**config.mk**
```make
export PLATFORM = sky130hd
export DESIGN_NAME = sha256_engine
export DESIGN_NICKNAME = d
export VERILOG_FILES = /design/src/rtl/sha256_pkg.sv /design/src/rtl/sha256_engine.sv
export VERILOG_INCLUDE_DIRS = /design/src /design/src/rtl
export SDC_FILE = /design/constraint.sdc
export NUM_CORES = 2
export LEC_CHECK = 0
export ABC_CLOCK_PERIOD_IN_PS = 56900
export BUFFER_PORTS_ARGS = -buffer_cell sky130_fd_sc_hd__buf_2
export CORE_UTILIZATION = 50
export CTS_BUF_LIST = sky130_fd_sc_hd__clkbuf_4 sky130_fd_sc_hd__clkbuf_8 sky130_fd_sc_hd__clkbuf_16
export CTS_CLUSTER_DIAMETER = 200
export DETAILED_ROUTE_END_ITERATION = 6
export HOLD_SLACK_MARGIN = 0.02
export PLACE_DENSITY = 0.7
export SLEW_MARGIN = 20
export SYNTH_ARGS = -nofsm -noshare
export SYNTH_HDL_FRONTEND = slang
export SYNTH_SLANG_ARGS = --single-unit
```
**constraint.sdc**
```tcl
create_clock -name i_clk -period 56.9 [get_ports i_clk]
set_input_delay 14.225 -clock i_clk [delete_from_list [all_inputs] [get_ports i_clk]]
set_output_delay 14.225 -clock i_clk [all_outputs]
set_load 0.005 [all_outputs]
```
**src/rtl/assert_macros.svh**
```systemverilog
// Assertion macros shared by the queue and engine RTL files.
`ifndef ASSERT_MACROS_SVH
`define ASSERT_MACROS_SVH
`ifndef SYNTHESIS
`define ASSERT_IMPLIES(label, clk, rst_n, cond, prop) \
    label: assert property (@(posedge clk) disable iff (!rst_n) (cond) |-> (prop)) \
        else $error("assertion failed");
`define ASSERT_NEXT(label, clk, rst_n, cond, prop) \
    label: assert property (@(posedge clk) disable iff (!rst_n) (cond) |=> (prop)) \
        else $error("assertion failed");
`else
`define ASSERT_IMPLIES(label, clk, rst_n, cond, prop)
`define ASSERT_NEXT(label, clk, rst_n, cond, prop)
`endif
`endif

```
**src/rtl/sha256_pkg.sv**
```systemverilog
package sha256_pkg;

    typedef struct packed {
        logic [7:0] message_byte;
        logic       has_byte;
        logic       is_last;
    } t_in_word;

    typedef struct packed {
        logic [31:0] digest_word;
        logic [2:0]  word_index;
        logic        last_word;
    } t_out_word;

    // Command from the front part to the compression engine.
    typedef struct packed {
        logic [511:0] block;
        logic         finish;
    } t_cmd;

    localparam int QueueDepth = 2;

    localparam logic [255:0] InitHash = {
        32'h6a09e667, 32'hbb67ae85, 32'h3c6ef372, 32'ha54ff53a,
        32'h510e527f, 32'h9b05688c, 32'h1f83d9ab, 32'h5be0cd19};

    localparam logic [7:0] PadByte = 8'h80;

    function automatic logic [31:0] round_k(input logic [5:0] r);
        logic [31:0] k;
        case (r)
            6'd0: k = 32'h428a2f98; 6'd1: k = 32'h71374491;
            6'd2: k = 32'hb5c0fbcf; 6'd3: k = 32'he9b5dba5;
            6'd4: k = 32'h3956c25b; 6'd5: k = 32'h59f111f1;
            6'd6: k = 32'h923f82a4; 6'd7: k = 32'hab1c5ed5;
            6'd8: k = 32'hd807aa98; 6'd9: k = 32'h12835b01;
            6'd10: k = 32'h243185be; 6'd11: k = 32'h550c7dc3;
            6'd12: k = 32'h72be5d74; 6'd13: k = 32'h80deb1fe;
            6'd14: k = 32'h9bdc06a7; 6'd15: k = 32'hc19bf174;
            6'd16: k = 32'he49b69c1; 6'd17: k = 32'hefbe4786;
            6'd18: k = 32'h0fc19dc6; 6'd19: k = 32'h240ca1cc;
            6'd20: k = 32'h2de92c6f; 6'd21: k = 32'h4a7484aa;
            6'd22: k = 32'h5cb0a9dc; 6'd23: k = 32'h76f988da;
            6'd24: k = 32'h983e5152; 6'd25: k = 32'ha831c66d;
            6'd26: k = 32'hb00327c8; 6'd27: k = 32'hbf597fc7;
            6'd28: k = 32'hc6e00bf3; 6'd29: k = 32'hd5a79147;
            6'd30: k = 32'h06ca6351; 6'd31: k = 32'h14292967;
            6'd32: k = 32'h27b70a85; 6'd33: k = 32'h2e1b2138;
            6'd34: k = 32'h4d2c6dfc; 6'd35: k = 32'h53380d13;
            6'd36: k = 32'h650a7354; 6'd37: k = 32'h766a0abb;
            6'd38: k = 32'h81c2c92e; 6'd39: k = 32'h92722c85;
            6'd40: k = 32'ha2bfe8a1; 6'd41: k = 32'ha81a664b;
            6'd42: k = 32'hc24b8b70; 6'd43: k = 32'hc76c51a3;
            6'd44: k = 32'hd192e819; 6'd45: k = 32'hd6990624;
            6'd46: k = 32'hf40e3585; 6'd47: k = 32'h106aa070;
            6'd48: k = 32'h19a4c116; 6'd49: k = 32'h1e376c08;
            6'd50: k = 32'h2748774c; 6'd51: k = 32'h34b0bcb5;
            6'd52: k = 32'h391c0cb3; 6'd53: k = 32'h4ed8aa4a;
            6'd54: k = 32'h5b9cca4f; 6'd55: k = 32'h682e6ff3;
            6'd56: k = 32'h748f82ee; 6'd57: k = 32'h78a5636f;
            6'd58: k = 32'h84c87814; 6'd59: k = 32'h8cc70208;
            6'd60: k = 32'h90befffa; 6'd61: k = 32'ha4506ceb;
            6'd62: k = 32'hbef9a3f7; 6'd63: k = 32'hc67178f2;
            default: k = 32'h0;
        endcase
        return k;
    endfunction

endpackage

```
**src/rtl/sha256_engine.sv**
```systemverilog
module sha256_engine (
    input  logic                 i_clk,
    input  logic                 i_rst_n,
    input  sha256_pkg::t_cmd     i_cmd,
    input  logic                 i_cmd_valid,
    output logic                 o_cmd_ready,
    output sha256_pkg::t_out_word o_out_word,
    output logic                 o_out_valid,
    input  logic                 i_out_ready
);

    `include "assert_macros.svh"

    localparam logic [1:0] StIdle  = 2'd0;
    localparam logic [1:0] StRound = 2'd1;
    localparam logic [1:0] StAdd   = 2'd2;
    localparam logic [1:0] StOut   = 2'd3;

    logic [1:0]   r_state;
    logic [5:0]   r_round;
    logic [2:0]   r_idx;
    logic         r_finish;
    logic [31:0]  r_h [8];
    logic [31:0]  r_v [8];
    logic [31:0]  r_w [16];

    logic [31:0]  w15, w2, sg0, sg1, wnew, wr, big1, ch, t1, big0, maj, t2;

    function automatic logic [31:0] rotr(input logic [31:0] x, input int n);
        return (x >> n) | (x << (32 - n));
    endfunction

    assign w15  = r_w[1];
    assign w2   = r_w[14];
    assign sg0  = rotr(w15, 7) ^ rotr(w15, 18) ^ (w15 >> 3);
    assign sg1  = rotr(w2, 17) ^ rotr(w2, 19) ^ (w2 >> 10);
    assign wnew = r_w[0] + sg0 + r_w[9] + sg1;
    assign wr   = r_w[0];
    assign big1 = rotr(r_v[4], 6) ^ rotr(r_v[4], 11) ^ rotr(r_v[4], 25);
    assign ch   = (r_v[4] & r_v[5]) ^ (~r_v[4] & r_v[6]);
    assign t1   = r_v[7] + big1 + ch + sha256_pkg::round_k(r_round) + wr;
    assign big0 = rotr(r_v[0], 2) ^ rotr(r_v[0], 13) ^ rotr(r_v[0], 22);
    assign maj  = (r_v[0] & r_v[1]) ^ (r_v[0] & r_v[2]) ^ (r_v[1] & r_v[2]);
    assign t2   = big0 + maj;

    assign o_cmd_ready = (r_state == StIdle);
    assign o_out_valid = (r_state == StOut);
    assign o_out_word.digest_word = r_h[r_idx];
    assign o_out_word.word_index  = r_idx;
    assign o_out_word.last_word   = (r_idx == 3'd7);

    always_ff @(posedge i_clk) begin
        if (!i_rst_n) begin
            r_state <= StIdle;
            for (int j = 0; j < 8; j++) begin
                r_h[j] <= sha256_pkg::InitHash[255 - 32 * j -: 32];
            end
        end else begin
            case (r_state)
                StIdle: begin
                    if (i_cmd_valid) begin
                        for (int j = 0; j < 16; j++) begin
                            r_w[j] <= i_cmd.block[511 - 32 * j -: 32];
                        end
                        for (int j = 0; j < 8; j++) begin
                            r_v[j] <= r_h[j];
                        end
                        r_finish <= i_cmd.finish;
                        r_round  <= '0;
                        r_state  <= StRound;
                    end
                end
                StRound: begin
                    for (int j = 0; j < 15; j++) begin
                        r_w[j] <= r_w[j + 1];
                    end
                    r_w[15] <= wnew;
                    r_v[7] <= r_v[6];
                    r_v[6] <= r_v[5];
                    r_v[5] <= r_v[4];
                    r_v[4] <= r_v[3] + t1;
                    r_v[3] <= r_v[2];
                    r_v[2] <= r_v[1];
                    r_v[1] <= r_v[0];
                    r_v[0] <= t1 + t2;
                    r_round <= r_round + 6'd1;
                    if (r_round == 6'd63) begin
                        r_state <= StAdd;
                    end
                end
                StAdd: begin
                    for (int j = 0; j < 8; j++) begin
                        r_h[j] <= r_h[j] + r_v[j];
                    end
                    r_idx   <= '0;
                    r_state <= r_finish ? StOut : StIdle;
                end
                StOut: begin
                    if (i_out_ready) begin
                        r_idx <= r_idx + 3'd1;
                        if (r_idx == 3'd7) begin
                            for (int j = 0; j < 8; j++) begin
                                r_h[j] <= sha256_pkg::InitHash[255 - 32 * j -: 32];
                            end
                            r_state <= StIdle;
                        end
                    end
                end
                default: r_state <= StIdle;
            endcase
        end
    end

    `ASSERT_IMPLIES(a_no_take_busy, i_clk, i_rst_n, r_state != StIdle, !o_cmd_ready)
    `ASSERT_NEXT(a_round_end, i_clk, i_rst_n, r_state == StRound && r_round == 6'd63,
        r_state == StAdd)
    `ASSERT_NEXT(a_out_done, i_clk, i_rst_n,
        o_out_valid && i_out_ready && o_out_word.last_word, r_state == StIdle)

endmodule

```
# Word-level counts from Yosys, hierarchy flattened
# Memory sizes are Yosys's and may differ from the RTL's. A register that Yosys moved wholly into a read port is not among the register bits.
# Index checks and enable logic that the tools add are counted.
# W data, S select, Z words.
dict set report word_totals {
  ramBits 1024
  rom_bits 2048
  out_inout_bits 38
  inputBits 517
  word_cells 179
  reg_bits 12
  memories 4
}
dict set report op_classes {
  bitwise 67
  eq_ne 9
  addsub 20
  mux 68
  n_reduce_logical 7
}
# memory depth word_bits rd rd_clocked_by_memory_dff write_ports line
set mem_list {}
lappend mem_list {{(no name shown)} 64 32 1 1 0 sha256_pkg.sv:31} ;# case (r)
lappend mem_list {r_w 16 32 16 0 16 sha256_engine.sv:25} ;# logic [31:0] r_w [16];
lappend mem_list {r_h 8 32 9 1 8 sha256_engine.sv:23} ;# logic [31:0] r_h [8];
lappend mem_list {r_v 8 32 8 0 8 sha256_engine.sv:24} ;# logic [31:0] r_v [8];
# operator n
set ops {}
lappend ops {{$mux W32} 40}
lappend ops {{$add A32 B32 Y32} 18}
lappend ops {{$xor A32 B32 Y32} 9}
lappend ops {{$and A32 B32 Y32} 5}
lappend ops {{$or A1 B1 Y1} 40}
lappend ops {{$not A32 Y32} 1}
lappend ops {{$or A10 B32 Y32} 1}
lappend ops {{$or A13 B32 Y32} 1}
lappend ops {{$or A14 B32 Y32} 1}
lappend ops {{$or A15 B32 Y32} 1}
lappend ops {{$or A19 B32 Y32} 1}
lappend ops {{$or A21 B32 Y32} 1}
lappend ops {{$or A25 B32 Y32} 1}
lappend ops {{$or A26 B32 Y32} 1}
lappend ops {{$or A30 B32 Y32} 1}
lappend ops {{$or A7 B32 Y32} 1}
lappend ops {{$xor A32 B22 Y32} 1}
lappend ops {{$xor A32 B29 Y32} 1}
lappend ops {{$mux W1} 16}
lappend ops {{$mux W6} 2}
lappend ops {{$pmux W6 S2} 1}
lappend ops {{$mux W2} 5}
lappend ops {{$reduce_and A3 Y1} 3}
lappend ops {{$pmux W2 S4} 1}
lappend ops {{other kinds (13)} 18}

# Depth between registers and ports, before layout
dict set report logic_depth {
  depth_word 9
  ltp_mapped 36
  mapped_depth_nobuf 35
}

# Worst setup path before layout
# Ideal clock, no wire load.
dict set report synth_path {
  kind {input to register}
  startpoint {input i_cmd_valid}
  endpoint {memory r_v[0][0] (enable)}
  path_slack_ns 26.563
  setup_ns 1.109
  arrival_time_ns 29.228
  path_stages 4
  required_ns 55.791
  path_buffers 0
  path_cell_list {nor2_1 nor2_1 nand2_1 inv_1}
}
# element line
set synth_rtl {}
lappend synth_rtl {{start, declared} sha256_engine.sv:5} ;# input logic i_cmd_valid,
lappend synth_rtl {{end, declared} sha256_engine.sv:24}

==> flow_summary.yaml <==
status:
  status: "finished clean"
finish:
  final_cell_mix: "2472 x nand2_1, 906 x edfxtp_1, 554 x buf_2"
  instances_no_fill: 10100
  syn2layout_area_growth_pct: 12.1
  fill_cells: 12400
  layout_commonest_cell: "nand2_1"
  nets: 9148
  drive_gt1_share_pct: 12.6
  utilization_pct: 56.5
sta:
  rsz0062_at_grt: "false"
  finalCritPeriodShare_pct: 32.8
  setup_viol: 0
  relSlewSlack_pct: 23.1
  tightest_slew_ns: 1.15
  fmax_mhz: 53.5
  finalCriticalPeriod_ns: 18.68
  slew_violations: 0
  setup-tns-final_ns: 0
  skew_ns: 0.0705
  holdWs_ns: 0.493
  timing_hold_violations_final: 0
detailed_routing:
  via_count: 60000
  ant_nets: 0
  drt-initial-drc-count: 6675
  via_per_inst: 5.97
  drcViolationCount: 0
  totalWireLength_um: 252000
  first_pass_iters: 6
  avgRoutedWirePerCell_um: 25.0
synthesis:
  ys.flop_type: "edfxtp_1"
  seq_area_frac_synth_pct: 42.8
  synth-adder-area-share_pct: 12.4
  synthXorXnorAreaFrac_pct: 7.15
  netlist_instances: 7683
  avgSynthCellArea_um2: 9.27
  synthSimpleGateAreaFrac_pct: 17.7
  synth_cell_types: 92
  synth-compound-area-share_pct: 13.0
  synth.net_count: 8786
  synth_top_family_by_area: "simple AND/OR/NAND/NOR gates"
  synth-edff-count: 906
  synthMuxAreaShare_pct: 3.25
  yosysWarnings: 0
  synth_area_um2: 71200
  synth-seq-cells: 1071
  async_reset_ff_share_pct: 0
clock_tree:
  cts_tree: "yes"
  cts_root_buf: "clkbuf_16"
  cts.sinks: 1071
  cts_setup_buffers: 0
  cts_made_buffers: 120
  clk_path_buf_depth: 3
  clk_pin_slew_worst_paths_ns: 0.06
  cts_max_level: 3
  clk_latency_ns: 0.81
  cts_resized: 0
  hold_buffers: 0
floorplanning:
  dieHeight_um: 379
  die-area_um2: 144000
  start_util_pct: 50.4
  io-pin-count: 555
  chipWidth_um: 379
  core_um2: 141000
  row_count: 138
worst_hold_path:
  min_path_type: "reg -> reg"
placement:
  place_inst: 9813
  port_buffers: 554
  gp_congestion: 1.03
  dp_hpwl_um: 189000
setup_path:
  worstPathMaxFanout: 107
  start_kind: "input port"
  critPathCaptureType: "register"
  required_ns: 57.33
  worst_ep_arrival_time_ns: 19.11
  crit_type: "in -> reg"
global_routing:
  grtUsageTotal_pct: 34.4
  grt_pass1_vias: 57100
  grt_max_degree: 187
  antenna_found_initial: 36
  grt_overflow: 0
  grt_pass1_wl_um: 365000
job:
  maxCapViolCount: 0
==> cell usage after synthesis (38+ instances only) <==
master | count | area share [%]
nand2_1 | 2475 | 13
edfxtp_1 | 906 | 38
a21oi_1 | 450 | 3.2
ha_1 | 391 | 6.9
xnor2_1 | 391 | 4.8
o21ai_0 | 354 | 2.5
clkbuf_1 | 338 | 1.8
inv_1 | 320 | 1.7
nor2_1 | 284 | 1.5
a21o_1 | 209 | 2.2
fa_1 | 195 | 5.5
xor2_1 | 189 | 2.3
dfxtp_1 | 165 | 4.6
nand3_1 | 80 | 0.56
o211ai_1 | 69 | 0.73
mux2_2 | 67 | 1.1
mux4_2 | 65 | 2.1
nor3_1 | 58 | 0.41
nand2b_1 | 53 | 0.47
o21bai_1 | 50 | 0.53
a31oi_1 | 40 | 0.35
nor2b_1 | 38 | 0.33
==> routing by layer <==
metal | GRT usage [%] | routed length (um) | up-vias
met2 | 52.5 | 111000 | 3298
li1 | - | - | 27200
met4 | 24.0 | 20300 | 36
met5 | 0 | 234 | -
met3 | 6.63 | 24700 | 685
met1 | 44.2 | 95400 | 28800
==> worst max-delay path, cell delays in order <==
cell	delay, ns
buf_2	0.36
nand2_1	0.30
inv_8	0.52
buf_6	0.68
buf_4	0.85
buf_4	0.94
buf_4	0.83
==> cell type report <==
| type | count | area (um2) | share of cell area, % |
|---|---|---|---|
| tap | 1890 | 2360 | 2.96 |
| multi-input combinational | 5917 | 38200 | 47.9 |
| sequential | 1071 | 30500 | 38.2 |
| timing repair buffer | 612 | 3240 | 4.06 |
| antenna | 18 | 45.0 | 0.0564 |
| inverter | 323 | 1230 | 1.54 |
| clock inverter | 75 | 963 | 1.21 |
| clock buffer | 152 | 3280 | 4.11 |
==> metrics by stage <==
step	area, um2	setup slack [ns]
after global routing	79900	37.96
after floorplan	71200	26.56
after CTS	79800	37.98
final	79900	38.22
after detailed placement	75600	37.13
after global placement	75600	37.22
==> cell families (layout without fill, tap and decap cells) <==
family | count (synthesis) | after routing
buffers and inverters | 695 | 1162
AND/OR/NAND/NOR | 3132 | 3132
other | 0 | 18
adder cells (fa/ha/maj) | 590 | 590
AO/OA/AOI/OAI | 1472 | 1472
XOR/XNOR | 581 | 581
multiplexers | 142 | 142
flip-flops | 1071 | 1071
==> final timing paths <==
check	endpoint	slack [ns]	cells past startpoint	start
setup reg to reg	r_v[0][25]	47.91	28	r_v[0][155]
setup / recovery	r_w[0][129]	38.22	7	i_rst_n
hold / removal	r_h[5][30]	0.49	2	r_h[5][30]
hold reg to reg	r_h[5][30]	0.49	2	r_h[5][30]
==> flip-flops by register name, indices dropped and copies added (netlist names), named ones only <==
name	cells
r_finish	1
r_h	256
r_idx	3
r_round	6
r_state	2
r_v	256
r_w	512
Power is not shown: default switching activity piles up to over one toggle a cycle in this logic, so the estimate is an artifact.
