## src/rtl/assert_macros.svh

```systemverilog
// Assertion macros shared by the queue and engine RTL files.
`ifndef ASSERT_MACROS_SVH
`define ASSERT_MACROS_SVH
`ifndef SYNTHESIS
`define ASSERT_IMPLIES(label, clk, rst_n, cond, prop) \
    label: assert property (@(posedge clk) disable iff (!rst_n) (cond) |-> (prop)) \
        else $error("assertion failed");
`define ASSERT_NEXT(label, clk, rst_n, cond, prop) \
    label: assert property (@(posedge clk) disable iff (!rst_n) (cond) |=> (prop)) \
        else $error("assertion failed");
`else
`define ASSERT_IMPLIES(label, clk, rst_n, cond, prop)
`define ASSERT_NEXT(label, clk, rst_n, cond, prop)
`endif
`endif

```

## src/rtl/sha256_pkg.sv

```systemverilog
package sha256_pkg;

    typedef struct packed {
        logic [7:0] message_byte;
        logic       has_byte;
        logic       is_last;
    } t_in_word;

    typedef struct packed {
        logic [31:0] digest_word;
        logic [2:0]  word_index;
        logic        last_word;
    } t_out_word;

    // Command from the front part to the compression engine.
    typedef struct packed {
        logic [511:0] block;
        logic         finish;
    } t_cmd;

    localparam int QueueDepth = 2;

    localparam logic [255:0] InitHash = {
        32'h6a09e667, 32'hbb67ae85, 32'h3c6ef372, 32'ha54ff53a,
        32'h510e527f, 32'h9b05688c, 32'h1f83d9ab, 32'h5be0cd19};

    localparam logic [7:0] PadByte = 8'h80;

    function automatic logic [31:0] round_k(input logic [5:0] r);
        logic [31:0] k;
        case (r)
            6'd0: k = 32'h428a2f98; 6'd1: k = 32'h71374491;
            6'd2: k = 32'hb5c0fbcf; 6'd3: k = 32'he9b5dba5;
            6'd4: k = 32'h3956c25b; 6'd5: k = 32'h59f111f1;
            6'd6: k = 32'h923f82a4; 6'd7: k = 32'hab1c5ed5;
            6'd8: k = 32'hd807aa98; 6'd9: k = 32'h12835b01;
            6'd10: k = 32'h243185be; 6'd11: k = 32'h550c7dc3;
            6'd12: k = 32'h72be5d74; 6'd13: k = 32'h80deb1fe;
            6'd14: k = 32'h9bdc06a7; 6'd15: k = 32'hc19bf174;
            6'd16: k = 32'he49b69c1; 6'd17: k = 32'hefbe4786;
            6'd18: k = 32'h0fc19dc6; 6'd19: k = 32'h240ca1cc;
            6'd20: k = 32'h2de92c6f; 6'd21: k = 32'h4a7484aa;
            6'd22: k = 32'h5cb0a9dc; 6'd23: k = 32'h76f988da;
            6'd24: k = 32'h983e5152; 6'd25: k = 32'ha831c66d;
            6'd26: k = 32'hb00327c8; 6'd27: k = 32'hbf597fc7;
            6'd28: k = 32'hc6e00bf3; 6'd29: k = 32'hd5a79147;
            6'd30: k = 32'h06ca6351; 6'd31: k = 32'h14292967;
            6'd32: k = 32'h27b70a85; 6'd33: k = 32'h2e1b2138;
            6'd34: k = 32'h4d2c6dfc; 6'd35: k = 32'h53380d13;
            6'd36: k = 32'h650a7354; 6'd37: k = 32'h766a0abb;
            6'd38: k = 32'h81c2c92e; 6'd39: k = 32'h92722c85;
            6'd40: k = 32'ha2bfe8a1; 6'd41: k = 32'ha81a664b;
            6'd42: k = 32'hc24b8b70; 6'd43: k = 32'hc76c51a3;
            6'd44: k = 32'hd192e819; 6'd45: k = 32'hd6990624;
            6'd46: k = 32'hf40e3585; 6'd47: k = 32'h106aa070;
            6'd48: k = 32'h19a4c116; 6'd49: k = 32'h1e376c08;
            6'd50: k = 32'h2748774c; 6'd51: k = 32'h34b0bcb5;
            6'd52: k = 32'h391c0cb3; 6'd53: k = 32'h4ed8aa4a;
            6'd54: k = 32'h5b9cca4f; 6'd55: k = 32'h682e6ff3;
            6'd56: k = 32'h748f82ee; 6'd57: k = 32'h78a5636f;
            6'd58: k = 32'h84c87814; 6'd59: k = 32'h8cc70208;
            6'd60: k = 32'h90befffa; 6'd61: k = 32'ha4506ceb;
            6'd62: k = 32'hbef9a3f7; 6'd63: k = 32'hc67178f2;
            default: k = 32'h0;
        endcase
        return k;
    endfunction

endpackage

```

## src/rtl/sha256_front.sv

```systemverilog
module sha256_front (
    input  logic                i_clk,
    input  logic                i_rst_n,
    input  sha256_pkg::t_in_word i_in_word,
    input  logic                i_in_valid,
    output logic                o_in_ready,
    output sha256_pkg::t_cmd    o_cmd,
    output logic                o_cmd_valid,
    input  logic                i_cmd_ready
);

    localparam logic [1:0] StIdle = 2'd0;
    localparam logic [1:0] StPadA = 2'd1;
    localparam logic [1:0] StPadB = 2'd2;

    logic [1:0]   r_state, n_state;
    logic [511:0] r_buf;
    logic [60:0]  r_count;
    logic [5:0]   r_pos;
    logic [63:0]  r_bits;
    logic         r_two;

    logic [60:0]  count_inc;
    logic [511:0] buf_byte;
    logic [511:0] pad_buf;
    logic [511:0] len_buf;
    logic         take;
    logic         full;
    logic         cmd_load;

    assign count_inc = r_count + 61'd1;
    assign take = i_in_valid && o_in_ready;
    assign o_in_ready = (r_state == StIdle) && !(o_cmd_valid && !i_cmd_ready);

    always_comb begin
        buf_byte = r_buf;
        buf_byte[511 - 8 * r_count[5:0] -: 8] = i_in_word.message_byte;
    end

    always_comb begin
        pad_buf = r_buf;
        for (int j = 0; j < 64; j++) begin
            if (6'(j) == r_pos) begin
                pad_buf[511 - 8 * j -: 8] = sha256_pkg::PadByte;
            end else if (6'(j) > r_pos) begin
                pad_buf[511 - 8 * j -: 8] = 8'h00;
            end
        end
    end

    always_comb begin
        len_buf = r_two ? 512'd0 : pad_buf;
        len_buf[63:0] = r_bits;
    end

    assign full = i_in_word.has_byte && (count_inc[5:0] == 6'd0);
    assign n_state = r_state;

    assign cmd_load = (r_state == StIdle && take && full)
        || (r_state == StPadA && (!o_cmd_valid || i_cmd_ready) && r_pos >= 6'd56)
        || (r_state == StPadB && (!o_cmd_valid || i_cmd_ready));

    always_ff @(posedge i_clk) begin
        if (!i_rst_n) begin
            r_state     <= StIdle;
            r_count     <= '0;
            o_cmd_valid <= 1'b0;
        end else begin
            if (cmd_load) begin
                o_cmd_valid <= 1'b1;
            end else if (i_cmd_ready) begin
                o_cmd_valid <= 1'b0;
            end
            case (n_state)
                StIdle: begin
                    if (take) begin
                        if (i_in_word.has_byte) begin
                            r_buf   <= buf_byte;
                            r_count <= count_inc;
                        end
                        if (full) begin
                            o_cmd.block  <= buf_byte;
                            o_cmd.finish <= 1'b0;
                        end
                        if (i_in_word.is_last) begin
                            r_state <= StPadA;
                            if (i_in_word.has_byte) begin
                                r_pos  <= count_inc[5:0];
                                r_bits <= {count_inc, 3'b000};
                            end else begin
                                r_pos  <= r_count[5:0];
                                r_bits <= {r_count, 3'b000};
                            end
                        end
                    end
                end
                StPadA: begin
                    if (!o_cmd_valid || i_cmd_ready) begin
                        if (r_pos >= 6'd56) begin
                            o_cmd.block  <= pad_buf;
                            o_cmd.finish <= 1'b0;
                            r_two        <= 1'b1;
                            r_state      <= StPadB;
                        end else begin
                            r_two   <= 1'b0;
                            r_state <= StPadB;
                        end
                    end
                end
                StPadB: begin
                    if (!o_cmd_valid || i_cmd_ready) begin
                        o_cmd.block  <= len_buf;
                        o_cmd.finish <= 1'b1;
                        r_count      <= '0;
                        r_state      <= StIdle;
                    end
                end
                default: r_state <= StIdle;
            endcase
        end
    end

endmodule

```

## config.mk

```make
export PLATFORM = sky130hd
export DESIGN_NAME = sha256_front
export DESIGN_NICKNAME = d
export VERILOG_FILES = /design/src/rtl/assert_macros.svh /design/src/rtl/sha256_pkg.sv /design/src/rtl/sha256_front.sv
export SDC_FILE = /design/constraint.sdc
export NUM_CORES = 2
export LEC_CHECK = 0
export CELL_PAD_IN_SITES_DETAIL_PLACEMENT = 0
export CELL_PAD_IN_SITES_GLOBAL_PLACEMENT = 1
export CORE_MARGIN = 2
export CORE_UTILIZATION = 45
export CTS_CLUSTER_SIZE = 20
export DETAILED_ROUTE_END_ITERATION = 16
export DONT_BUFFER_PORTS = 1
export PLACE_DENSITY_LB_ADDON = 0.1
export SYNTH_ARGS = -nofsm -noshare
export SYNTH_HDL_FRONTEND = slang
export SYNTH_SLANG_ARGS = --single-unit
```

## constraint.sdc

```tcl
create_clock -name i_clk -period 57.9 [get_ports i_clk]
set_input_delay 5.79 -clock i_clk [delete_from_list [all_inputs] [get_ports i_clk]]
set_output_delay 5.79 -clock i_clk [all_outputs]
set_load 0.005 [all_outputs]
```

=== Word-level counts from Yosys, hierarchy flattened ===
Cells that the tools add are included.

* Word-level logic and storage cells: 328
* Bits of input ports: 14
* Memory bits (writable): 0
* Bits in latches: 0
* Bits in read-only memories: 0
* Memories: 0
* Register bits after elaboration: 1,160

* Bitwise logic cells: 0
* Reductions and logical operators: 27
* Shifts and indexed selects: 2
* Div/mod/pow operators: 0
* $add $sub $neg: 3
* Multiplexer cells: 150
* $mul: 0
* Equal/unequal tests: 72
* $lt $le $gt $ge: 65

{| class="wikitable"
|+ Operator list
! cell !! number
|-
| 2-to-1 mux 513 bit || 5
|-
| one-hot mux 513 bit (3 select lines) || 1
|-
| 2-to-1 mux 8 bit || 128
|-
| variable shift 8 x 34 -> 519 bit, first input constant || 1
|-
| variable part select 8 x 34 -> 519 bit || 1
|-
| bitwise mux 512 bit || 1
|-
| 2-to-1 mux 512 bit || 1
|-
| equality test 6 bit, first input constant || 32
|-
| greater-than comparator 6 bit, first input constant || 32
|-
| 2-to-1 mux 61 bit || 3
|-
| one-hot mux 61 bit (2 select lines) || 1
|-
| equality test 5 x 6 -> 1 bit, first input constant || 16
|-
| greater-than comparator 5 x 6 -> 1 bit, first input constant || 16
|-
| 2-to-1 mux 64 bit || 1
|-
| adder 61 x 1 -> 61 bit, second input constant || 1
|-
| equality test 4 x 6 -> 1 bit, first input constant || 8
|-
| greater-than comparator 4 x 6 -> 1 bit, first input constant || 8
|-
| negator 32 -> 34 bit || 1
|-
| equality test 3 x 6 -> 1 bit, first input constant || 4
|-
| greater-than comparator 3 x 6 -> 1 bit, first input constant || 4
|-
| AND reduction 4 bit || 4
|-
| equality test 2 x 6 -> 1 bit, first input constant || 2
|-
| greater-than comparator 1 x 6 -> 1 bit, first input constant || 2
|-
| greater-than comparator 2 x 6 -> 1 bit, first input constant || 2
|-
| 20 further kinds || 44
|}

=== Depth between registers and ports, before layout ===
* Depth in word-level cells: 10
* Mapped depth: 10
* Gate-level depth less buffers: 7

=== Least setup slack after synthesis ===
No wires, ideal clock.

* Kind: input to register
* Start point: input port i_cmd_ready
* End point: register o_cmd[0] in the netlist's numbering (enable)
* Data arrival time: 58,222 ps
* Slack: -3,136 ps
* Path buffers: 1
* Cell stages on the path: 5
* Cells stage by stage: nand2b_1 > buf_2 > nand2_1 > o2bb2ai_1 > nor4b_1

* Cells in the longest elaborated chain, start to end: 7
* Elaborated cells between the ends (all ways): 10

{| class="wikitable"
|+ RTL lines
! what !! line !! text
|-
| start: declaration || sha256_front.sv:9 || <nowiki>input logic i_cmd_ready</nowiki>
|-
| zero test 1 bit || sha256_front.sv:33 || <nowiki>assign o_in_ready = (r_state == StIdle) && !(o_cmd_valid && !i_cmd_ready);</nowiki>
|-
| logical AND 1 bit || sha256_front.sv:33 ||
|-
| zero test 1 bit || sha256_front.sv:33 ||
|-
| logical AND 1 bit || sha256_front.sv:33 ||
|-
| logical AND 1 bit || sha256_front.sv:32 || <nowiki>assign take = i_in_valid && o_in_ready;</nowiki>
|-
| != test 2 bit (no source line) || - ||
|-
| AND reduction 7 bit (no source line) * || - ||
|-
| end: declaration || sha256_front.sv:7 || <nowiki>output sha256_pkg::t_cmd o_cmd,</nowiki>
|}

Every way passes the cells marked *; elsewhere a longest branch is shown, timed or not.
A chain may end at the register's enable or synchronous reset.

=== Final worst setup path ===
* Start point: input port i_cmd_ready
* End point: output port o_in_ready

* Cells in the longest elaborated chain, start to end: 4

{| class="wikitable"
|+ RTL lines
! what !! line !! text
|-
| zero test 1 bit || sha256_front.sv:33 ||
|-
| logical AND 1 bit || sha256_front.sv:33 ||
|-
| zero test 1 bit || sha256_front.sv:33 ||
|-
| logical AND 1 bit || sha256_front.sv:33 ||
|-
| end: declaration || sha256_front.sv:6 || <nowiki>output logic o_in_ready,</nowiki>
|}

Every way passes these cells.

==> flow_metrics.py <==
metrics = {
    "outcome": {
        "status": "completed",
    },
    "global_routing": {
        "grt_use_total": 0.288,
        "grt_pass1_vias": 32600,
        "grt_max_degree": 235,
        "grt-ovfl-total": 0,
        "antenna_found_initial": 12,
        "grt_pass1_wl_um": 243000,
    },
    "clocking": {
        "cts_setup_buffers": 0,
        "clock_latency_ns": 0.75,
        "cts_tree": "yes",
        "cts_max_path_buffers": 3,
        "numClockSinks": 1151,
        "clockRootBuffer": "clkbuf_16",
        "holdBufCountCts": 0,
        "clkTransAtPathRegs_ns": 0.06,
        "numCtsBuffers": 130,
        "htree_num_levels": 4,
        "cts_resized": 0,
    },
    "critical_path": {
        "critical_path.max_stage_delay_ns": 0.28,
        "crit_type": "input pin to output pin",
        "cp-start-kind": "input pin",
        "cp_top_family": "simple AND/OR/NAND/NOR gates",
        "worst-path-buf-inv": 0,
        "cp-endpoint": "o_in_ready",
        "crit_path_max_fanout": 5,
        "r2r_end": "o_cmd[172]$_DFFE_PP_",
        "cp.depth": 2,
        "rr_worst_depth": 8,
        "crit_path_start": "i_cmd_ready",
        "path_cells": "nor2b_1, nor2_1",
        "arrival_ns": 6.25,
        "worstSetupEndpointType": "output pin",
        "cp_slowest_cell": "nor2b_1",
        "r2r_setup_slack_ns": 52.90,
        "worstReg2RegStart": "r_count[2]$_SDFFE_PN0P_",
        "cp.required_ns": 52.11,
    },
    "routing": {
        "routed_wl_um": 173000,
        "vias_per_cell": 6.38,
        "drt-initial-drc-count": 4485,
        "drtAntennaViolNets": 0,
        "post_drt_wl_per_cell_um": 32.1,
        "first_pass_iters": 5,
        "drcViolationCount": 0,
        "vias": 34400,
    },
    "power_and_ir_drop": {
        "p_sw_w": 0.000944,
        "p_seq_frac": 0.456,
        "power.density_mw_per_mm2": 50.1,
        "power.internal_w": 0.00191,
        "peakVddDrop_mv": 0.0530,
        "p_clk_frac": 0.284,
        "p_leak_nw": 19.0,
        "p_comb_frac": 0.260,
        "swShare": 0.331,
    },
    "placement": {
        "dpl_cell_area_sq_mm": 0.0527,
        "gp_congestion": 0.874,
        "dp_slack_ns": 45.86,
        "dp_hpwl_um": 121000,
        "place.port_buffers": 0,
    },
    "floorplanning": {
        "start_util": 0.455,
        "dieArea_sq_mm": 0.117,
        "core_sq_mm": 0.113,
        "die_x_um": 342,
        "num_rows": 123,
        "ios": 529,
        "fp.dieH_um": 342,
    },
    "sta": {
        "finalHoldViolCount": 0,
        "max_slew_margin": 0.121,
        "period_needed_ns": 12.04,
        "tightest_slew_ns": 1.31,
        "max_freq_mhz": 83.0,
        "tns_ns": 0,
        "setup_violations": 0,
        "final.setup_skew_ns": 0.0266,
        "worst_slack_ns": 45.86,
        "maxSlewViolCount": 0,
        "period_share": 0.208,
        "grt_setup_unrepaired": "no",
    },
    "finish": {
        "syn2layout_area_growth_pct": 10.6,
        "fin_nets": 3820,
        "multi_input_area_sq_mm": 0.0163,
        "fill_cells": 9699,
        "drive_gt1_frac": 0.150,
        "final-seq-area_sq_mm": 0.0339,
        "layout_commonest_cell": "edfxtp_1",
        "final_cell_area_sq_mm": 0.0569,
        "most-common-layout-cells": "edfxtp_1, nand2_1, a22o_1, o21ai_0, mux2_2",
    },
    "yosys": {
        "synth_edf_count": 1087,
        "syn_nets": 3885,
        "synth.area.top_cells": "edfxtp_1, a22o_1, mux2_2",
        "ys_async_sr_fraction": 0,
        "yosysWarningCount": 0,
        "yosysTopAreaCellShare": 0.635,
        "synth-seq-area-share": 0.660,
        "synth_ff_type": "edfxtp_1",
        "syn-cell-area_sq_mm": 0.0514,
        "ys_ff_latch": 1151,
        "avgSynthCellArea_sq_um": 13.3,
        "synth_cell_types": 84,
        "synth_top_cell_by_area": "edfxtp_1",
        "synthesis.instances": 3859,
    },
    "worst_hold_path": {
        "hp-class": "flip-flop to flip-flop",
    },
    "flow_run": {
        "drv_cap": 0,
    },
}
sequential cells by signal (all words and copies together) (netlist names):
signal and cells:
n_state 2, o_cmd 513, o_cmd_valid 1, r_bits 56, r_buf 512, r_count 61
r_pos 5, r_two 1
power by group through the flow:
stage / clock network, W / logic, W / registers (W)
final: 0.000811 / 0.000740 / 0.00130
after CTS: 0.000823 / 0.000741 / 0.00130
after floorplan: 0 / 0.000488 / 0.00140
after detailed placement: 0 / 0.000737 / 0.00132
after global routing: 0.000854 / 0.000790 / 0.00131
after global placement: 0 / 0.000730 / 0.00132
area by class of cell:
class / count / area share
inverter: 42 / 0.00290
multi-input combinational: 2416 / 0.287
sequential: 1151 / 0.597
clock buffer: 156 / 0.0613
tap: 1500 / 0.0330
timing repair buffer: 53 / 0.00766
antenna: 2 / 0.0000880
clock inverter: 74 / 0.0113
worst min path at each step:
stage / start / end / slack (ns) / depth (start not counted)
6_report: r_count[60]$_SDFFE_PN0P_ / r_count[60]$_SDFFE_PN0P_ / 0.50 / 2
5_1_grt: r_count[60]$_SDFFE_PN0P_ / r_count[60]$_SDFFE_PN0P_ / 0.53 / 2
4_1_cts: r_count[60]$_SDFFE_PN0P_ / r_count[60]$_SDFFE_PN0P_ / 0.51 / 2
3_5_place_dp: r_count[60]$_SDFFE_PN0P_ / r_count[60]$_SDFFE_PN0P_ / 0.50 / 2
3_3_place_gp: r_count[60]$_SDFFE_PN0P_ / r_count[60]$_SDFFE_PN0P_ / 0.48 / 2
2_1_floorplan: r_count[24]$_SDFFE_PN0P_ / r_count[24]$_SDFFE_PN0P_ / 0.47 / 1
cells by family (layout without fill, tap and decap cells):
group,Yosys count,count (layout),synth area share
adder cells (fa/ha/maj),12,12,0.00292
AND/OR/NAND/NOR,1044,1044,0.0991
multiplexers,265,265,0.0576
XOR/XNOR,62,62,0.0106
buffers and inverters,292,325,0.0235
other,0,2,0
AO/OA/AOI/OAI,1033,1033,0.146
flip-flops,1151,1151,0.660
synthesized netlist by cell type (16+ instances only):
cell type	number
mux2_2	246
nor2_1	180
buf_2	55
nor4_1	22
o211ai_1	20
nor3_1	54
nand3b_1	20
o21ai_0	311
buf_1	17
a31oi_1	20
clkbuf_1	166
a22o_1	387
a221oi_1	16
and2_1	29
mux2i_1	19
o2bb2ai_1	31
nand4_1	44
a21oi_1	68
o21a_1	43
dfxtp_1	64
nor2b_1	16
xor2_1	24
nand3_1	80
xnor2_1	38
a221o_1	38
inv_1	39
and3_1	27
edfxtp_1	1087
nor2_2	21
nand2_1	441
per-layer routing:
| layer | vias up | GRT usage | wire length (um) | part of all wire |
|---|---|---|---|---|
| li1 | 14900 | - | - | - |
| met1 | 17700 | 0.389 | 70500 | 0.41 |
| met2 | 1535 | 0.471 | 83800 | 0.48 |
| met3 | 260 | 0.0546 | 13300 | 0.077 |
| met4 | 0 | 0.0884 | 5240 | 0.030 |
| met5 | - | 0 | 0 | 0 |
stage by stage:
step	util	cells	hold slack, ns	power, W
4_1_cts	0.503	5392	0.506	0.00287
3_5_place_dp	0.467	5162	0.497	0.00206
5_1_grt	0.503	5392	0.530	0.00295
6_report	0.503	5394	0.498	0.00285
3_3_place_gp	0.467	5162	0.484	0.00205
2_1_floorplan	-	3859	0.470	0.00189
Note: power is estimated with default switching activity, not from simulation.
