## src/rtl/assert_macros.svh

```systemverilog
// Assertion macros shared by the queue and engine RTL files.
`ifndef ASSERT_MACROS_SVH
`define ASSERT_MACROS_SVH
`ifndef SYNTHESIS
`define ASSERT_IMPLIES(label, clk, rst_n, cond, prop) \
    label: assert property (@(posedge clk) disable iff (!rst_n) (cond) |-> (prop)) \
        else $error("assertion failed");
`define ASSERT_NEXT(label, clk, rst_n, cond, prop) \
    label: assert property (@(posedge clk) disable iff (!rst_n) (cond) |=> (prop)) \
        else $error("assertion failed");
`else
`define ASSERT_IMPLIES(label, clk, rst_n, cond, prop)
`define ASSERT_NEXT(label, clk, rst_n, cond, prop)
`endif
`endif

```

## src/rtl/sha256_pkg.sv

```systemverilog
package sha256_pkg;

    typedef struct packed {
        logic [7:0] message_byte;
        logic       has_byte;
        logic       is_last;
    } t_in_word;

    typedef struct packed {
        logic [31:0] digest_word;
        logic [2:0]  word_index;
        logic        last_word;
    } t_out_word;

    // Command from the front part to the compression engine.
    typedef struct packed {
        logic [511:0] block;
        logic         finish;
    } t_cmd;

    localparam int QueueDepth = 2;

    localparam logic [255:0] InitHash = {
        32'h6a09e667, 32'hbb67ae85, 32'h3c6ef372, 32'ha54ff53a,
        32'h510e527f, 32'h9b05688c, 32'h1f83d9ab, 32'h5be0cd19};

    localparam logic [7:0] PadByte = 8'h80;

    function automatic logic [31:0] round_k(input logic [5:0] r);
        logic [31:0] k;
        case (r)
            6'd0: k = 32'h428a2f98; 6'd1: k = 32'h71374491;
            6'd2: k = 32'hb5c0fbcf; 6'd3: k = 32'he9b5dba5;
            6'd4: k = 32'h3956c25b; 6'd5: k = 32'h59f111f1;
            6'd6: k = 32'h923f82a4; 6'd7: k = 32'hab1c5ed5;
            6'd8: k = 32'hd807aa98; 6'd9: k = 32'h12835b01;
            6'd10: k = 32'h243185be; 6'd11: k = 32'h550c7dc3;
            6'd12: k = 32'h72be5d74; 6'd13: k = 32'h80deb1fe;
            6'd14: k = 32'h9bdc06a7; 6'd15: k = 32'hc19bf174;
            6'd16: k = 32'he49b69c1; 6'd17: k = 32'hefbe4786;
            6'd18: k = 32'h0fc19dc6; 6'd19: k = 32'h240ca1cc;
            6'd20: k = 32'h2de92c6f; 6'd21: k = 32'h4a7484aa;
            6'd22: k = 32'h5cb0a9dc; 6'd23: k = 32'h76f988da;
            6'd24: k = 32'h983e5152; 6'd25: k = 32'ha831c66d;
            6'd26: k = 32'hb00327c8; 6'd27: k = 32'hbf597fc7;
            6'd28: k = 32'hc6e00bf3; 6'd29: k = 32'hd5a79147;
            6'd30: k = 32'h06ca6351; 6'd31: k = 32'h14292967;
            6'd32: k = 32'h27b70a85; 6'd33: k = 32'h2e1b2138;
            6'd34: k = 32'h4d2c6dfc; 6'd35: k = 32'h53380d13;
            6'd36: k = 32'h650a7354; 6'd37: k = 32'h766a0abb;
            6'd38: k = 32'h81c2c92e; 6'd39: k = 32'h92722c85;
            6'd40: k = 32'ha2bfe8a1; 6'd41: k = 32'ha81a664b;
            6'd42: k = 32'hc24b8b70; 6'd43: k = 32'hc76c51a3;
            6'd44: k = 32'hd192e819; 6'd45: k = 32'hd6990624;
            6'd46: k = 32'hf40e3585; 6'd47: k = 32'h106aa070;
            6'd48: k = 32'h19a4c116; 6'd49: k = 32'h1e376c08;
            6'd50: k = 32'h2748774c; 6'd51: k = 32'h34b0bcb5;
            6'd52: k = 32'h391c0cb3; 6'd53: k = 32'h4ed8aa4a;
            6'd54: k = 32'h5b9cca4f; 6'd55: k = 32'h682e6ff3;
            6'd56: k = 32'h748f82ee; 6'd57: k = 32'h78a5636f;
            6'd58: k = 32'h84c87814; 6'd59: k = 32'h8cc70208;
            6'd60: k = 32'h90befffa; 6'd61: k = 32'ha4506ceb;
            6'd62: k = 32'hbef9a3f7; 6'd63: k = 32'hc67178f2;
            default: k = 32'h0;
        endcase
        return k;
    endfunction

endpackage

```

## src/rtl/sha256_queue.sv

```systemverilog
module sha256_queue (
    input  logic             i_clk,
    input  logic             i_rst_n,
    input  sha256_pkg::t_cmd i_cmd,
    input  logic             i_valid,
    output logic             o_ready,
    output sha256_pkg::t_cmd o_cmd,
    output logic             o_valid,
    input  logic             i_ready
);

    `include "assert_macros.svh"

    localparam int PtrW = $clog2(sha256_pkg::QueueDepth);

    sha256_pkg::t_cmd r_mem [sha256_pkg::QueueDepth];
    logic [PtrW-1:0]  r_wr, r_rd;
    logic [PtrW:0]    r_fill;
    logic             push, pop;

    assign o_ready = (r_fill != PtrW'(0) + (PtrW + 1)'(sha256_pkg::QueueDepth));
    assign o_valid = (r_fill != '0);
    assign o_cmd   = r_mem[r_rd];
    assign push    = i_valid && o_ready;
    assign pop     = o_valid && i_ready;

    always_ff @(posedge i_clk) begin
        if (push) begin
            r_mem[r_wr] <= i_cmd;
        end
    end

    always_ff @(posedge i_clk) begin
        if (!i_rst_n) begin
            r_wr   <= '0;
            r_rd   <= '0;
            r_fill <= '0;
        end else begin
            if (push) begin
                r_wr <= (r_wr == PtrW'(sha256_pkg::QueueDepth - 1)) ? '0 : r_wr + 1'b1;
            end
            if (pop) begin
                r_rd <= (r_rd == PtrW'(sha256_pkg::QueueDepth - 1)) ? '0 : r_rd + 1'b1;
            end
            r_fill <= r_fill + (PtrW + 1)'(push) - (PtrW + 1)'(pop);
        end
    end

    `ASSERT_IMPLIES(a_fill_range, i_clk, i_rst_n, 1'b1,
        r_fill <= (PtrW + 1)'(sha256_pkg::QueueDepth))
    `ASSERT_NEXT(a_fill_push, i_clk, i_rst_n, push && !pop, r_fill == $past(r_fill) + 1'b1)
    `ASSERT_NEXT(a_fill_pop, i_clk, i_rst_n, pop && !push, r_fill == $past(r_fill) - 1'b1)

endmodule

```

## config.mk

```make
export PLATFORM = sky130hd
export DESIGN_NAME = sha256_queue
export DESIGN_NICKNAME = d
export VERILOG_FILES = /design/src/rtl/sha256_pkg.sv /design/src/rtl/sha256_queue.sv
export VERILOG_INCLUDE_DIRS = /design/src /design/src/rtl
export SDC_FILE = /design/constraint.sdc
export NUM_CORES = 1
export LEC_CHECK = 0
export BUFFER_PORTS_ARGS = -buffer_cell sky130_fd_sc_hd__buf_2
export CAP_MARGIN = 30
export CORE_AREA = 10 10 391 393
export DETAILED_ROUTE_END_ITERATION = 12
export DIE_AREA = 0 0 401 403
export PLACE_DENSITY_LB_ADDON = 0.05
export SETUP_SLACK_MARGIN = 0.2
export SLEW_MARGIN = 5
export SYNTH_ARGS = -nofsm -noshare
export SYNTH_HDL_FRONTEND = slang
export SYNTH_SLANG_ARGS = --single-unit
```

## constraint.sdc

```tcl
create_clock -name i_clk -period 15.4 [get_ports i_clk]
set_input_delay 2.31 -clock i_clk [delete_from_list [all_inputs] [get_ports i_clk]]
set_output_delay 2.31 -clock i_clk [all_outputs]
set_load 0.01 [all_outputs]
```

Word-level counts from Yosys, hierarchy flattened. Memory sizes are Yosys's and may differ from the RTL's. A register that Yosys moved wholly into a read port is not among the register bits. Index checks and enable logic that the tools add are counted.

Memory bits (writable): 1026. Latch bits: 0. Input port bits: 517. Bits in read-only memories: 0. Flip-flop bits (word level): 4. Output and inout bits: 515. Memories kept: 1. Logic and storage cells: 18.

Divide/modulo/power cells: 0. $add $sub $neg: 4. Multiply operators: 0. Eq/ne operators: 1. Bitwise gates (word level): 0. Reductions and logical operators: 3. Magnitude comparators: 0. Multiplexer cells: 6. Shift operators: 0.

Memories: r_mem (words 2, width 513, rd ports 1, clocked after Yosys merged registers in 1, wr ports 1, line sha256_queue.sv:16) `sha256_pkg::t_cmd r_mem [sha256_pkg::QueueDepth];`.

Operators by type and width (count): 1-bit two-way mux (6); 1-bit adder, second input constant (2); 2-bit by 1-bit adder with 2-bit output (1); 1-bit logical AND (2); 2-bit inequality test, second input constant (1); 2-bit nonzero test (1); 2-bit by 1-bit subtractor with 2-bit output (1).

Logic depth before layout (Yosys ltp). Gate-level depths: netlist of run 1.

Word-level depth: 4. Mapped depth: 6. Mapped depth without buffers: 6.

Worst setup path before layout of run 1. Ideal clock, no wire load.

Kind: input to register. Start: input port i_valid. End: memory r_mem[1][0] (netlist bit) (enable). Stages: 1. Library setup time: 0.948 ns. Arrival time: 13.982 ns. Setup slack: 0.470 ns. Path buffers: 0. Data required time: 14.452 ns. Cells stage by stage: and3_1.

Word-level cells in the longest chain between the ends: 3.

RTL lines: from (decl) (line sha256_queue.sv:5) `input logic i_valid,`; 1-bit logical AND (line sha256_queue.sv:24) `assign push = i_valid && o_ready;`; 1-bit two-way mux (line sha256_queue.sv:28) `if (push) begin`; 1-bit two-way mux (not written as such) (line sha256_queue.sv:29) `r_mem[r_wr] <= i_cmd;`; to (decl) (line sha256_queue.sv:16).

Every way passes these cells.

==> flow_summary_export.csv, run 1 <==
group,metric,value,unit
routing,drc,0,
yosys,yosysTopAreaCellShare,0.822,
grt,grt_pass1_wl,170,mm
timing,drv_slew,0,
cells_and_area,fillers,14200,
routing,antenna_left,0,
yosys,syn_area_per_cell,23.1,um^2
clock_network,cts_tree,"yes",
placement,io_buffers,1031,
placement,dp.cells,4536,
critical_path,crit_buf_inv,5,
routing,drt_wl_total,127,mm
timing,worstMarginPinSlew,1.10,ns
timing,period_share,0.408,
power_and_ir_drop,power_density,162,nW/um^2
timing,fmax,159,MHz
die,io_pins,1032,
placement,place_hpwl,94.0,mm
cells_and_area,multi_input_area,5940,um^2
clock_network,cts_buffer_depth,3,
routing,drt_pass1_iterations,6,
timing,fin_crit,6.28,ns
yosys,syn_nets,2143,
cells_and_area,drive_gt1_frac,0.612,
yosys,synthCells,1625,
critical_path,criticalPathCategory,"reg -> out",
critical_path,slowest_stage,"dfxtp_4",
cells_and_area,instances_no_fill,4773,
placement,gp_congestion,0.787,
yosys,synth_flop_cell,"edfxtp_1",
cells_and_area,seq_area,30900,um^2
clock_network,cts.reportedPaths.clkPinSlew,0.05,ns
routing,wl_per_cell,26.5,um
cells_and_area,area_growth,29.7,%
yosys,synth-warning-count,0,
yosys,ys_async_sr_fraction,0,
yosys,synth_area_leaders,"edfxtp_1 (82%), mux2_2 (15%), buf_6 (1.6%)",
yosys,synthDistinctLibCells,23,
routing,drt_iter0_drc,846,
yosys,synth_top_area_cell,"edfxtp_1",
clock_network,htreeDepth,3,
yosys,ys_ff_latch,1031,
die,placementRows,140,
clock_network,holdBufCountCts,0,
grt,grt_pass1_vias,21500,
min_path,hold_path_class,"reg -> reg",
clock_network,cts_sinks,1031,
grt,grt_overflow,0,
clock_network,clock-root-buffer,"clkbuf_16",
die,fp.dieH,403,um
yosys,synth_seq_area_share,0.825,
routing,dr_total_vias,20200,
critical_path,startpoint_type,"register",
die,core_region_area,145000,um^2
timing,setup-violations-final,0,
clock_network,clk_latency,0.73,ns
die,start_util,0.258,
run_status,status,"finished clean",
critical_path,crit_family,"buffers and inverters",
timing,final-hold-violation-count,0,
yosys,syn_area,37500,um^2
timing,rsz0062_at_grt,"no",
timing,max_slew_margin,0.269,
timing,tns,0,ns
job,maxCapViolations,0,
critical_path,crit_chain,"buf_16, buf_4, buf_4, buf_16, mux2_2, buf_2",
critical_path,crit_required,13.09,ns
timing,skew,0.0227,ns
grt,grt_start_max_net_pins,156,
critical_path,critPathCaptureType,"output port",
die,fp.dieArea,162000,um^2
yosys,synth_edf_count,1026,
grt,antenna_found_initial,150,
clock_network,ctsResizeCount,0,
critical_path,critPathArrivalTime,3.97,ns
critical_path,crit_path_max_fanout,51,
power_and_ir_drop,ir_drop,0.110,mV
clock_network,numCtsBuffers,118,
power_and_ir_drop,p_leak,17.6,nW
die,die-width,401,um
cells_and_area,nets,3258,
critical_path,slowest_delay,0.69,ns
routing,via_per_inst,4.24,
clock_network,cts_setup_buffers,0,
grt,grt_usage,0.149,
-- registers in the layout (all words and copies together) (netlist names), named ones only --
signal	cells
r_mem	1026
r_fill	2
r_rd	1
r_wr	1
-- worst reg2reg max path: stages, from the launching register on --
cell	delay [ns]
dfxtp_1	0.44
nand2b_1	0.22
nand3b_1	0.22
inv_8	0.62
buf_4	0.97
buf_4	0.86
-- power by group --
group	switching [mW]	leakage [nW]	total [mW]	internal, mW
Sequential	0.0727	9.64	3.49	3.42
Clock	1.13	1.86	2.76	1.64
Combinational	0.937	6.15	1.60	0.667
-- final timing paths --
kind | cells after the start | from | end | slack (ns)
max reg2reg | 5 | r_fill[0]$_SDFF_PN0_ | r_mem[0][244]$_DFFE_PP_ | 11.67
max | 6 | register | o_cmd[387] | 9.12
min reg2reg | 2 | r_rd$_SDFFE_PN0P_ | register | 0.59
min | 2 | r_rd$_SDFFE_PN0P_ | register | 0.59
-- Yosys cell counts, types with 2 or more instances --
master / number
nand2b_1: 2
a21bo_2: 2
buf_6: 53
and2_1: 3
nor2_1: 2
dfxtp_1: 5
buf_2: 4
mux2_2: 513
edfxtp_1: 1026
o21ai_0: 2
-- layer usage --
layer / vias up / wire [um] / share of wire / GRT usage
met4: 92 / 3660 / 0.029 / 0.0431
met5: - / 544 / 0.0043 / 0
met2: 896 / 65700 / 0.52 / 0.272
met1: 10000 / 43300 / 0.34 / 0.146
met3: 392 / 13500 / 0.11 / 0.0760
li1: 8812 / - / - / -
-- cell type report --
cell class / count / share of cell area
multi-input combinational: 536 / 0.122
antenna: 23 / 0.00118
clock buffer: 145 / 0.0637
inverter: 1 / 0.000232
tap: 1917 / 0.0493
clock inverter: 68 / 0.0149
timing repair buffer: 1052 / 0.112
sequential: 1031 / 0.636
-- cells by family (layout without fill, tap and decap cells) --
kind of cell / Yosys count / count (layout) / share of synthesized area
AOI/OAI and AO/OA: 7 / 7 / 0.00144
adders and majority gates: 1 / 1 / 0.000334
and+or+nand+nor: 13 / 13 / 0.00197
DFF: 1031 / 1031 / 0.825
buffers and inverters: 58 / 1266 / 0.0166
xor gates and xnor gates: 1 / 1 / 0.000234
muxes: 514 / 514 / 0.154
other: 0 / 23 / 0
-- placed cells by master, fill, tap and decap left out, drive strengths merged, types with 4 or more instances in the layout --
cell type / n
mux2: 513
clkinvlp: 4
bufinv: 13
diode: 23
edfxtp: 1026
clkinv: 49
clkbuf: 145
dfxtp: 5
buf: 1052
-- per-stage QoR --
| step | total power, mW | utilization | hold slack (ns) | setup slack [ns] | area (um^2) |
|---|---|---|---|---|---|
| 4_1_cts | 8.03 | 0.335 | 0.585 | 8.89 | 48500 |
| 3_3_place_gp | 5.18 | 0.307 | 0.563 | 9.38 | 44600 |
| 6_report | 7.86 | 0.335 | 0.588 | 9.12 | 48600 |
| 2_1_floorplan | 4.61 | - | 0.529 | 0.470 | 37500 |
| 5_1_grt | 8.21 | 0.335 | 0.627 | 8.82 | 48600 |
| 3_5_place_dp | 5.21 | 0.308 | 0.566 | 9.69 | 44700 |
Note: power is estimated with default switching activity, not from simulation.
==> inputs of run 2 (changes only) <==
--- a/config.mk
+++ b/config.mk
@@ -6,6 +6,7 @@
 export SDC_FILE = /design/constraint.sdc
 export NUM_CORES = 1
 export LEC_CHECK = 0
+export ABC_AREA = 1
 export BUFFER_PORTS_ARGS = -buffer_cell sky130_fd_sc_hd__buf_2
 export CAP_MARGIN = 30
 export CORE_AREA = 10 10 391 393
==> constraint.sdc (replaced) <==
create_clock -name i_clk -period 5.4 [get_ports i_clk]
set_input_delay 0.81 -clock i_clk [delete_from_list [all_inputs] [get_ports i_clk]]
set_output_delay 0.81 -clock i_clk [all_outputs]
set_load 0.01 [all_outputs]
==> flow_summary_export.csv, run 2 <==
group,metric,value,unit
die,fp.dieH,403,um
routing,via_per_inst,4.20,
routing,drt_wl_total,126,mm
placement,place_area,44900,um^2
critical_path,crit_required,4.59,ns
clock_network,ctsResizeCount,0,
yosys,yosysTopAreaCellShare,0.823,
placement,dp.cells,4557,
grt,grt_usage,0.148,
cells_and_area,final_common_cell,"buf_2",
cells_and_area,largest_register_ffs,1026,
die,start_util,0.258,
grt,grt_pass1_vias,21400,
die,core_region_area,145000,um^2
timing,skew,0.0248,ns
placement,io_buffers,1031,
yosys,synth_seq_area_share,0.826,
clock_network,cts_buffer_depth,3,
clock_network,clk_latency,0.73,ns
clock_network,holdBufCountCts,0,
yosys,syn_nets,2150,
timing,drv_slew,0,
power_and_ir_drop,swShare,0.287,
placement,place_hpwl,94.3,mm
cells_and_area,area_growth,30.2,%
timing,max_slew_margin,0.423,
routing,drt_iter0_drc,843,
grt,grt_overflow,0,
timing,setup-violations-final,0,
clock_network,cts_setup_buffers,0,
cells_and_area,drive_gt1_frac,0.612,
yosys,ys_top_cells_by_count,"edfxtp_1 (1026), mux2_2 (513), buf_6 (53)",
power_and_ir_drop,ir_drop,0.282,mV
routing,drt_pass1_iterations,5,
cells_and_area,fin_area,48700,um^2
power_and_ir_drop,p_seq_frac,0.438,
yosys,synthDistinctLibCells,12,
yosys,synth_edf_count,1026,
cells_and_area,nets,3278,
timing,fmax,280,MHz
routing,wl_per_cell,26.2,um
timing,final-hold-violation-count,0,
die,fp.dieArea,162000,um^2
routing,drc,0,
clock_network,clock-root-buffer,"clkbuf_16",
critical_path,critPathArrivalTime,2.77,ns
die,die-width,401,um
yosys,ys_async_sr_fraction,0,
timing,rsz0062_at_grt,"no",
clock_network,cts_sinks,1031,
grt,grt_start_max_net_pins,114,
critical_path,criticalPathCategory,"reg -> out",
yosys,yosysMostFrequentCell,"edfxtp_1",
cells_and_area,largest_registers,"r_mem (1026), r_fill (2)",
clock_network,htreeDepth,3,
clock_network,numCtsBuffers,118,
power_and_ir_drop,p_int,17.0,mW
critical_path,crit_path_max_fanout,42,
run_status,status,"finished clean",
grt,grt_pass1_wl,169,mm
grt,antenna_found_initial,144,
yosys,synth_area_leaders,"edfxtp_1 (82%), mux2_2 (15%), buf_6 (1.6%)",
critical_path,critPathCaptureType,"output port",
die,placementRows,140,
power_and_ir_drop,p_total,23.8,mW
timing,tns,0,ns
timing,worstMarginPinSlew,0.864,ns
min_path,hold_path_class,"in -> reg",
critical_path,slowest_delay,0.84,ns
timing,period_share,0.662,
job,maxCapViolations,0,
power_and_ir_drop,power_density,487,nW/um^2
cells_and_area,largest-register,"r_mem",
power_and_ir_drop,pwr-share-comb,0.234,
timing,fin_crit,3.58,ns
yosys,syn_area,37400,um^2
power_and_ir_drop,clock_power_share,0.328,
cells_and_area,post-route-util,0.336,
yosys,synth_flop_cell,"edfxtp_1",
yosys,syn_area_per_cell,22.9,um^2
power_and_ir_drop,p_sw,6.81,mW
yosys,synth-warning-count,0,
placement,gp_congestion,0.795,
routing,antenna_left,0,
yosys,ys_ff_latch,1031,
power_and_ir_drop,p_leak,17.7,nW
critical_path,slowest_stage,"dfxtp_4",
clock_network,cts.reportedPaths.clkPinSlew,0.06,ns
cells_and_area,final_cell_mix,"buf_2 (1031), edfxtp_1 (1026), mux2_2 (513)",
clock_network,cts_tree,"yes",
routing,dr_total_vias,20200,
yosys,synthCells,1632,
critical_path,crit_chain,"buf_4, mux2_2, buf_2",
cells_and_area,instances_no_fill,4800,
yosys,synth_top_area_cell,"edfxtp_1",
die,io_pins,1032,
critical_path,startpoint_type,"register",
-- run 2: area by class of cell --
cell class | instances | area (um^2)
Antenna cell | 20 | 50.0
Multi-Input combinational cell | 537 | 5910
Clock inverter | 76 | 747
Fill cell | 14100 | 96300
Timing Repair Buffer | 1065 | 5620
Tap cell | 1917 | 2400
Sequential cell | 1031 | 30900
Inverter | 7 | 26.3
Clock buffer | 147 | 3080
-- run 2: worst max-delay path, delay by kind of cell (launching register included) --
family	cells	cell delay, ns
flops	1	0.84
buf+inv	2	0.75
mux	1	0.41
-- run 2: power by group through the flow --
stage / Clock, mW / Sequential (mW) / Combinational [mW]
CTS: 8.11 / 10.4 / 5.78
global placement: 0 / 10.6 / 5.74
global route: 8.43 / 10.5 / 5.97
finish: 7.80 / 10.4 / 5.55
detailed placement: 0 / 10.6 / 5.76
floorplan: 0 / 10.8 / 3.17
-- run 2: cells by family (layout without fill, tap and decap cells) --
kind of cell               count (synthesis)  in the layout  share of synthesized area
and+or+nand+nor                           21             21                    0.00214
adders and majority gates                  1              1                   0.000334
xor gates and xnor gates                   1              1                   0.000234
AOI/OAI and AO/OA                          1              1                   0.000134
buffers and inverters                     64           1295                     0.0172
DFF                                     1031           1031                      0.826
other                                      0             20                          0
muxes                                    513            513                      0.154
-- run 2: through the flow --
step | hold WS [ns] | setup WS (ns)
after CTS | 0.170 | 1.66
after detailed placement | 0.493 | 2.42
after floorplan | 0.467 | -3.53
after global placement | 0.484 | 2.45
final | 0.266 | 1.82
after global routing | 0.195 | 1.63
-- run 2: worst paths after layout --
check / slack, ns / depth (start not counted) / from / to
worst max-delay path: 1.82 / 3 / register / o_cmd[319]
worst max register to register: 2.88 / 6 / r_fill[0]$_SDFF_PN0_ / r_mem[1][22]$_DFFE_PP_
worst min register to register: 0.51 / 2 / r_rd$_SDFFE_PN0P_ / r_rd$_SDFFE_PN0P_
worst min-delay path: 0.27 / 1 / i_cmd[163] / r_mem[1][163]$_DFFE_PP_
-- run 2: per-layer routing --
metal / track usage / wire length (um)
met1: 0.152 / 44000
met2: 0.268 / 64500
met3: 0.0686 / 12100
met4: 0.0431 / 4340
met5: 0 / 620
==> inputs of run 3 (changes only) <==
==> constraint.sdc (replaced) <==
create_clock -name i_clk -period 2.9 [get_ports i_clk]
set_input_delay 0.435 -clock i_clk [delete_from_list [all_inputs] [get_ports i_clk]]
set_output_delay 0.435 -clock i_clk [all_outputs]
set_load 0.01 [all_outputs]
==> flow_summary_export.csv, run 3 (same netlist as run 2, synthesis figures left out) <==
group,metric,value,unit
routing,wl_per_cell,24.6,um
grt,grt_overflow,0,
routing,drt_iter0_drc,1014,
clock_network,cts_sinks,1031,
run_status,status,"finished clean",
timing,final-hold-violation-count,0,
critical_path,crit_path_max_fanout,17,
cells_and_area,final_cell_mix,"buf_2 (1031), edfxtp_1 (1026), dlygate4sd3_1 (514)",
clock_network,clk_latency,0.73,ns
routing,drc,0,
power_and_ir_drop,p_leak,20.2,nW
timing,skew,0.0353,ns
critical_path,critPathCaptureType,"output port",
cells_and_area,drive_gt1_frac,0.520,
die,core_region_area,145000,um^2
timing,period_share,0.901,
job,maxCapViolations,0,
placement,io_buffers,1031,
cells_and_area,largest_registers,"r_mem (1026), r_fill (2)",
clock_network,cts.reportedPaths.clkPinSlew,0.05,ns
cells_and_area,final_common_cell,"buf_2",
critical_path,startpoint_type,"register",
cells_and_area,largest_register_ffs,1026,
cells_and_area,multi_input_area,5920,um^2
die,io_pins,1032,
clock_network,htreeDepth,3,
critical_path,crit_required,2.47,ns
routing,drt_pass1_iterations,4,
routing,antenna_left,0,
power_and_ir_drop,p_total,45.5,mW
die,placementRows,140,
die,start_util,0.258,
critical_path,criticalPathCategory,"reg -> out",
timing,max_slew_margin,0.627,
die,die-width,401,um
routing,via_per_inst,4.13,
grt,grt_usage,0.155,
cells_and_area,area_growth,45.9,%
critical_path,crit_chain,"buf_16, buf_12, buf_16, mux2_2, buf_2",
clock_network,cts_tree,"yes",
critical_path,slowest_delay,0.39,ns
timing,setup-violations-final,0,
clock_network,cts_buffer_depth,3,
timing,rsz0062_at_grt,"yes",
power_and_ir_drop,power_density,832,nW/um^2
timing,worstMarginPinSlew,0.559,ns
cells_and_area,instances_no_fill,5356,
critical_path,critPathArrivalTime,2.18,ns
cells_and_area,seq_area,30900,um^2
clock_network,clock-root-buffer,"clkbuf_16",
cells_and_area,nets,3835,
placement,dp.cells,4568,
grt,grt_start_max_net_pins,68,
grt,antenna_found_initial,41,
grt,grt_pass1_wl,182,mm
cells_and_area,largest-register,"r_mem",
routing,drt_wl_total,132,mm
placement,gp_congestion,0.772,
critical_path,cpMostUsedCell,"buf_16",
routing,dr_total_vias,22100,
critical_path,slowest_stage,"dfxtp_4",
die,fp.dieArea,162000,um^2
placement,place_hpwl,94.9,mm
timing,fin_crit,2.61,ns
cells_and_area,fillers,13800,
clock_network,numCtsBuffers,119,
power_and_ir_drop,ir_drop,0.484,mV
grt,grt_pass1_vias,24700,
timing,drv_slew,0,
die,fp.dieH,403,um
cells_and_area,post-route-util,0.377,
min_path,hold_path_class,"in -> reg",
timing,fmax,383,MHz
## run 3: layout make-up
class	count	area share
antenna	27	0.00124
inverter	7	0.000481
tap	1917	0.0439
sequential	1031	0.566
multi-input combinational	537	0.108
clock inverter	59	0.00811
clock buffer	157	0.0579
timing repair buffer	1621	0.214
## run 3: power breakdown
part           leakage (nW)  internal, mW  switching, mW  total, mW
logic                  8.82          5.36           6.87       12.2
registers              9.63          18.9          0.406       19.3
clock network          1.75          8.04           5.91       13.9
## run 3: final timing paths
| kind | slack (ns) | cells past startpoint | endpoint | startpoint |
|---|---|---|---|---|
| setup reg to reg | 0.96 | 5 | r_mem[0][481]$_DFFE_PP_ | r_fill[1]$_SDFF_PN0_ |
| hold reg to reg | 0.51 | 2 | r_rd$_SDFFE_PN0P_ | r_rd$_SDFFE_PN0P_ |
| setup / recovery | 0.29 | 5 | o_cmd[182] | register |
| hold / removal | 0.14 | 5 | r_wr$_SDFFE_PN0P_ | i_valid |
## run 3: what timing repair did
action                                  4_1_cts  5_1_grt
hold buffers                                514        0
setup buffers                                13        2
endpoints found under the setup margin      459      161
endpoints found under the hold margin      1031        0
gates resized for setup                      33        9
cloned                                        9        7
## run 3: per-layer routing
layer	GRT usage	up-vias	wire, um
met5	0	-	128
met1	0.171	11200	50500
met4	0.0425	22	2840
li1	-	9975	-
met2	0.276	794	67300
met3	0.0590	177	10900
## run 3: critical path, delay by kind of cell, from the launching register on
kind	cells	cell delay, ns
buf+inv	4	0.67
flops	1	0.39
mux	1	0.39
## run 3: per-stage QoR
| step | setup TNS (ns) | hold WS (ns) | area (um^2) | worst slack, ns |
|---|---|---|---|---|
| global placement | 0 | 0.487 | 45000 | 0.752 |
| finish | 0 | 0.137 | 54600 | 0.287 |
| floorplan | -5793.22 | 0.467 | 37500 | -5.65 |
| global route | 0 | 0.136 | 54600 | 0.172 |
| CTS | 0 | 0.0470 | 54300 | 0.145 |
| detailed placement | 0 | 0.495 | 45000 | 0.740 |
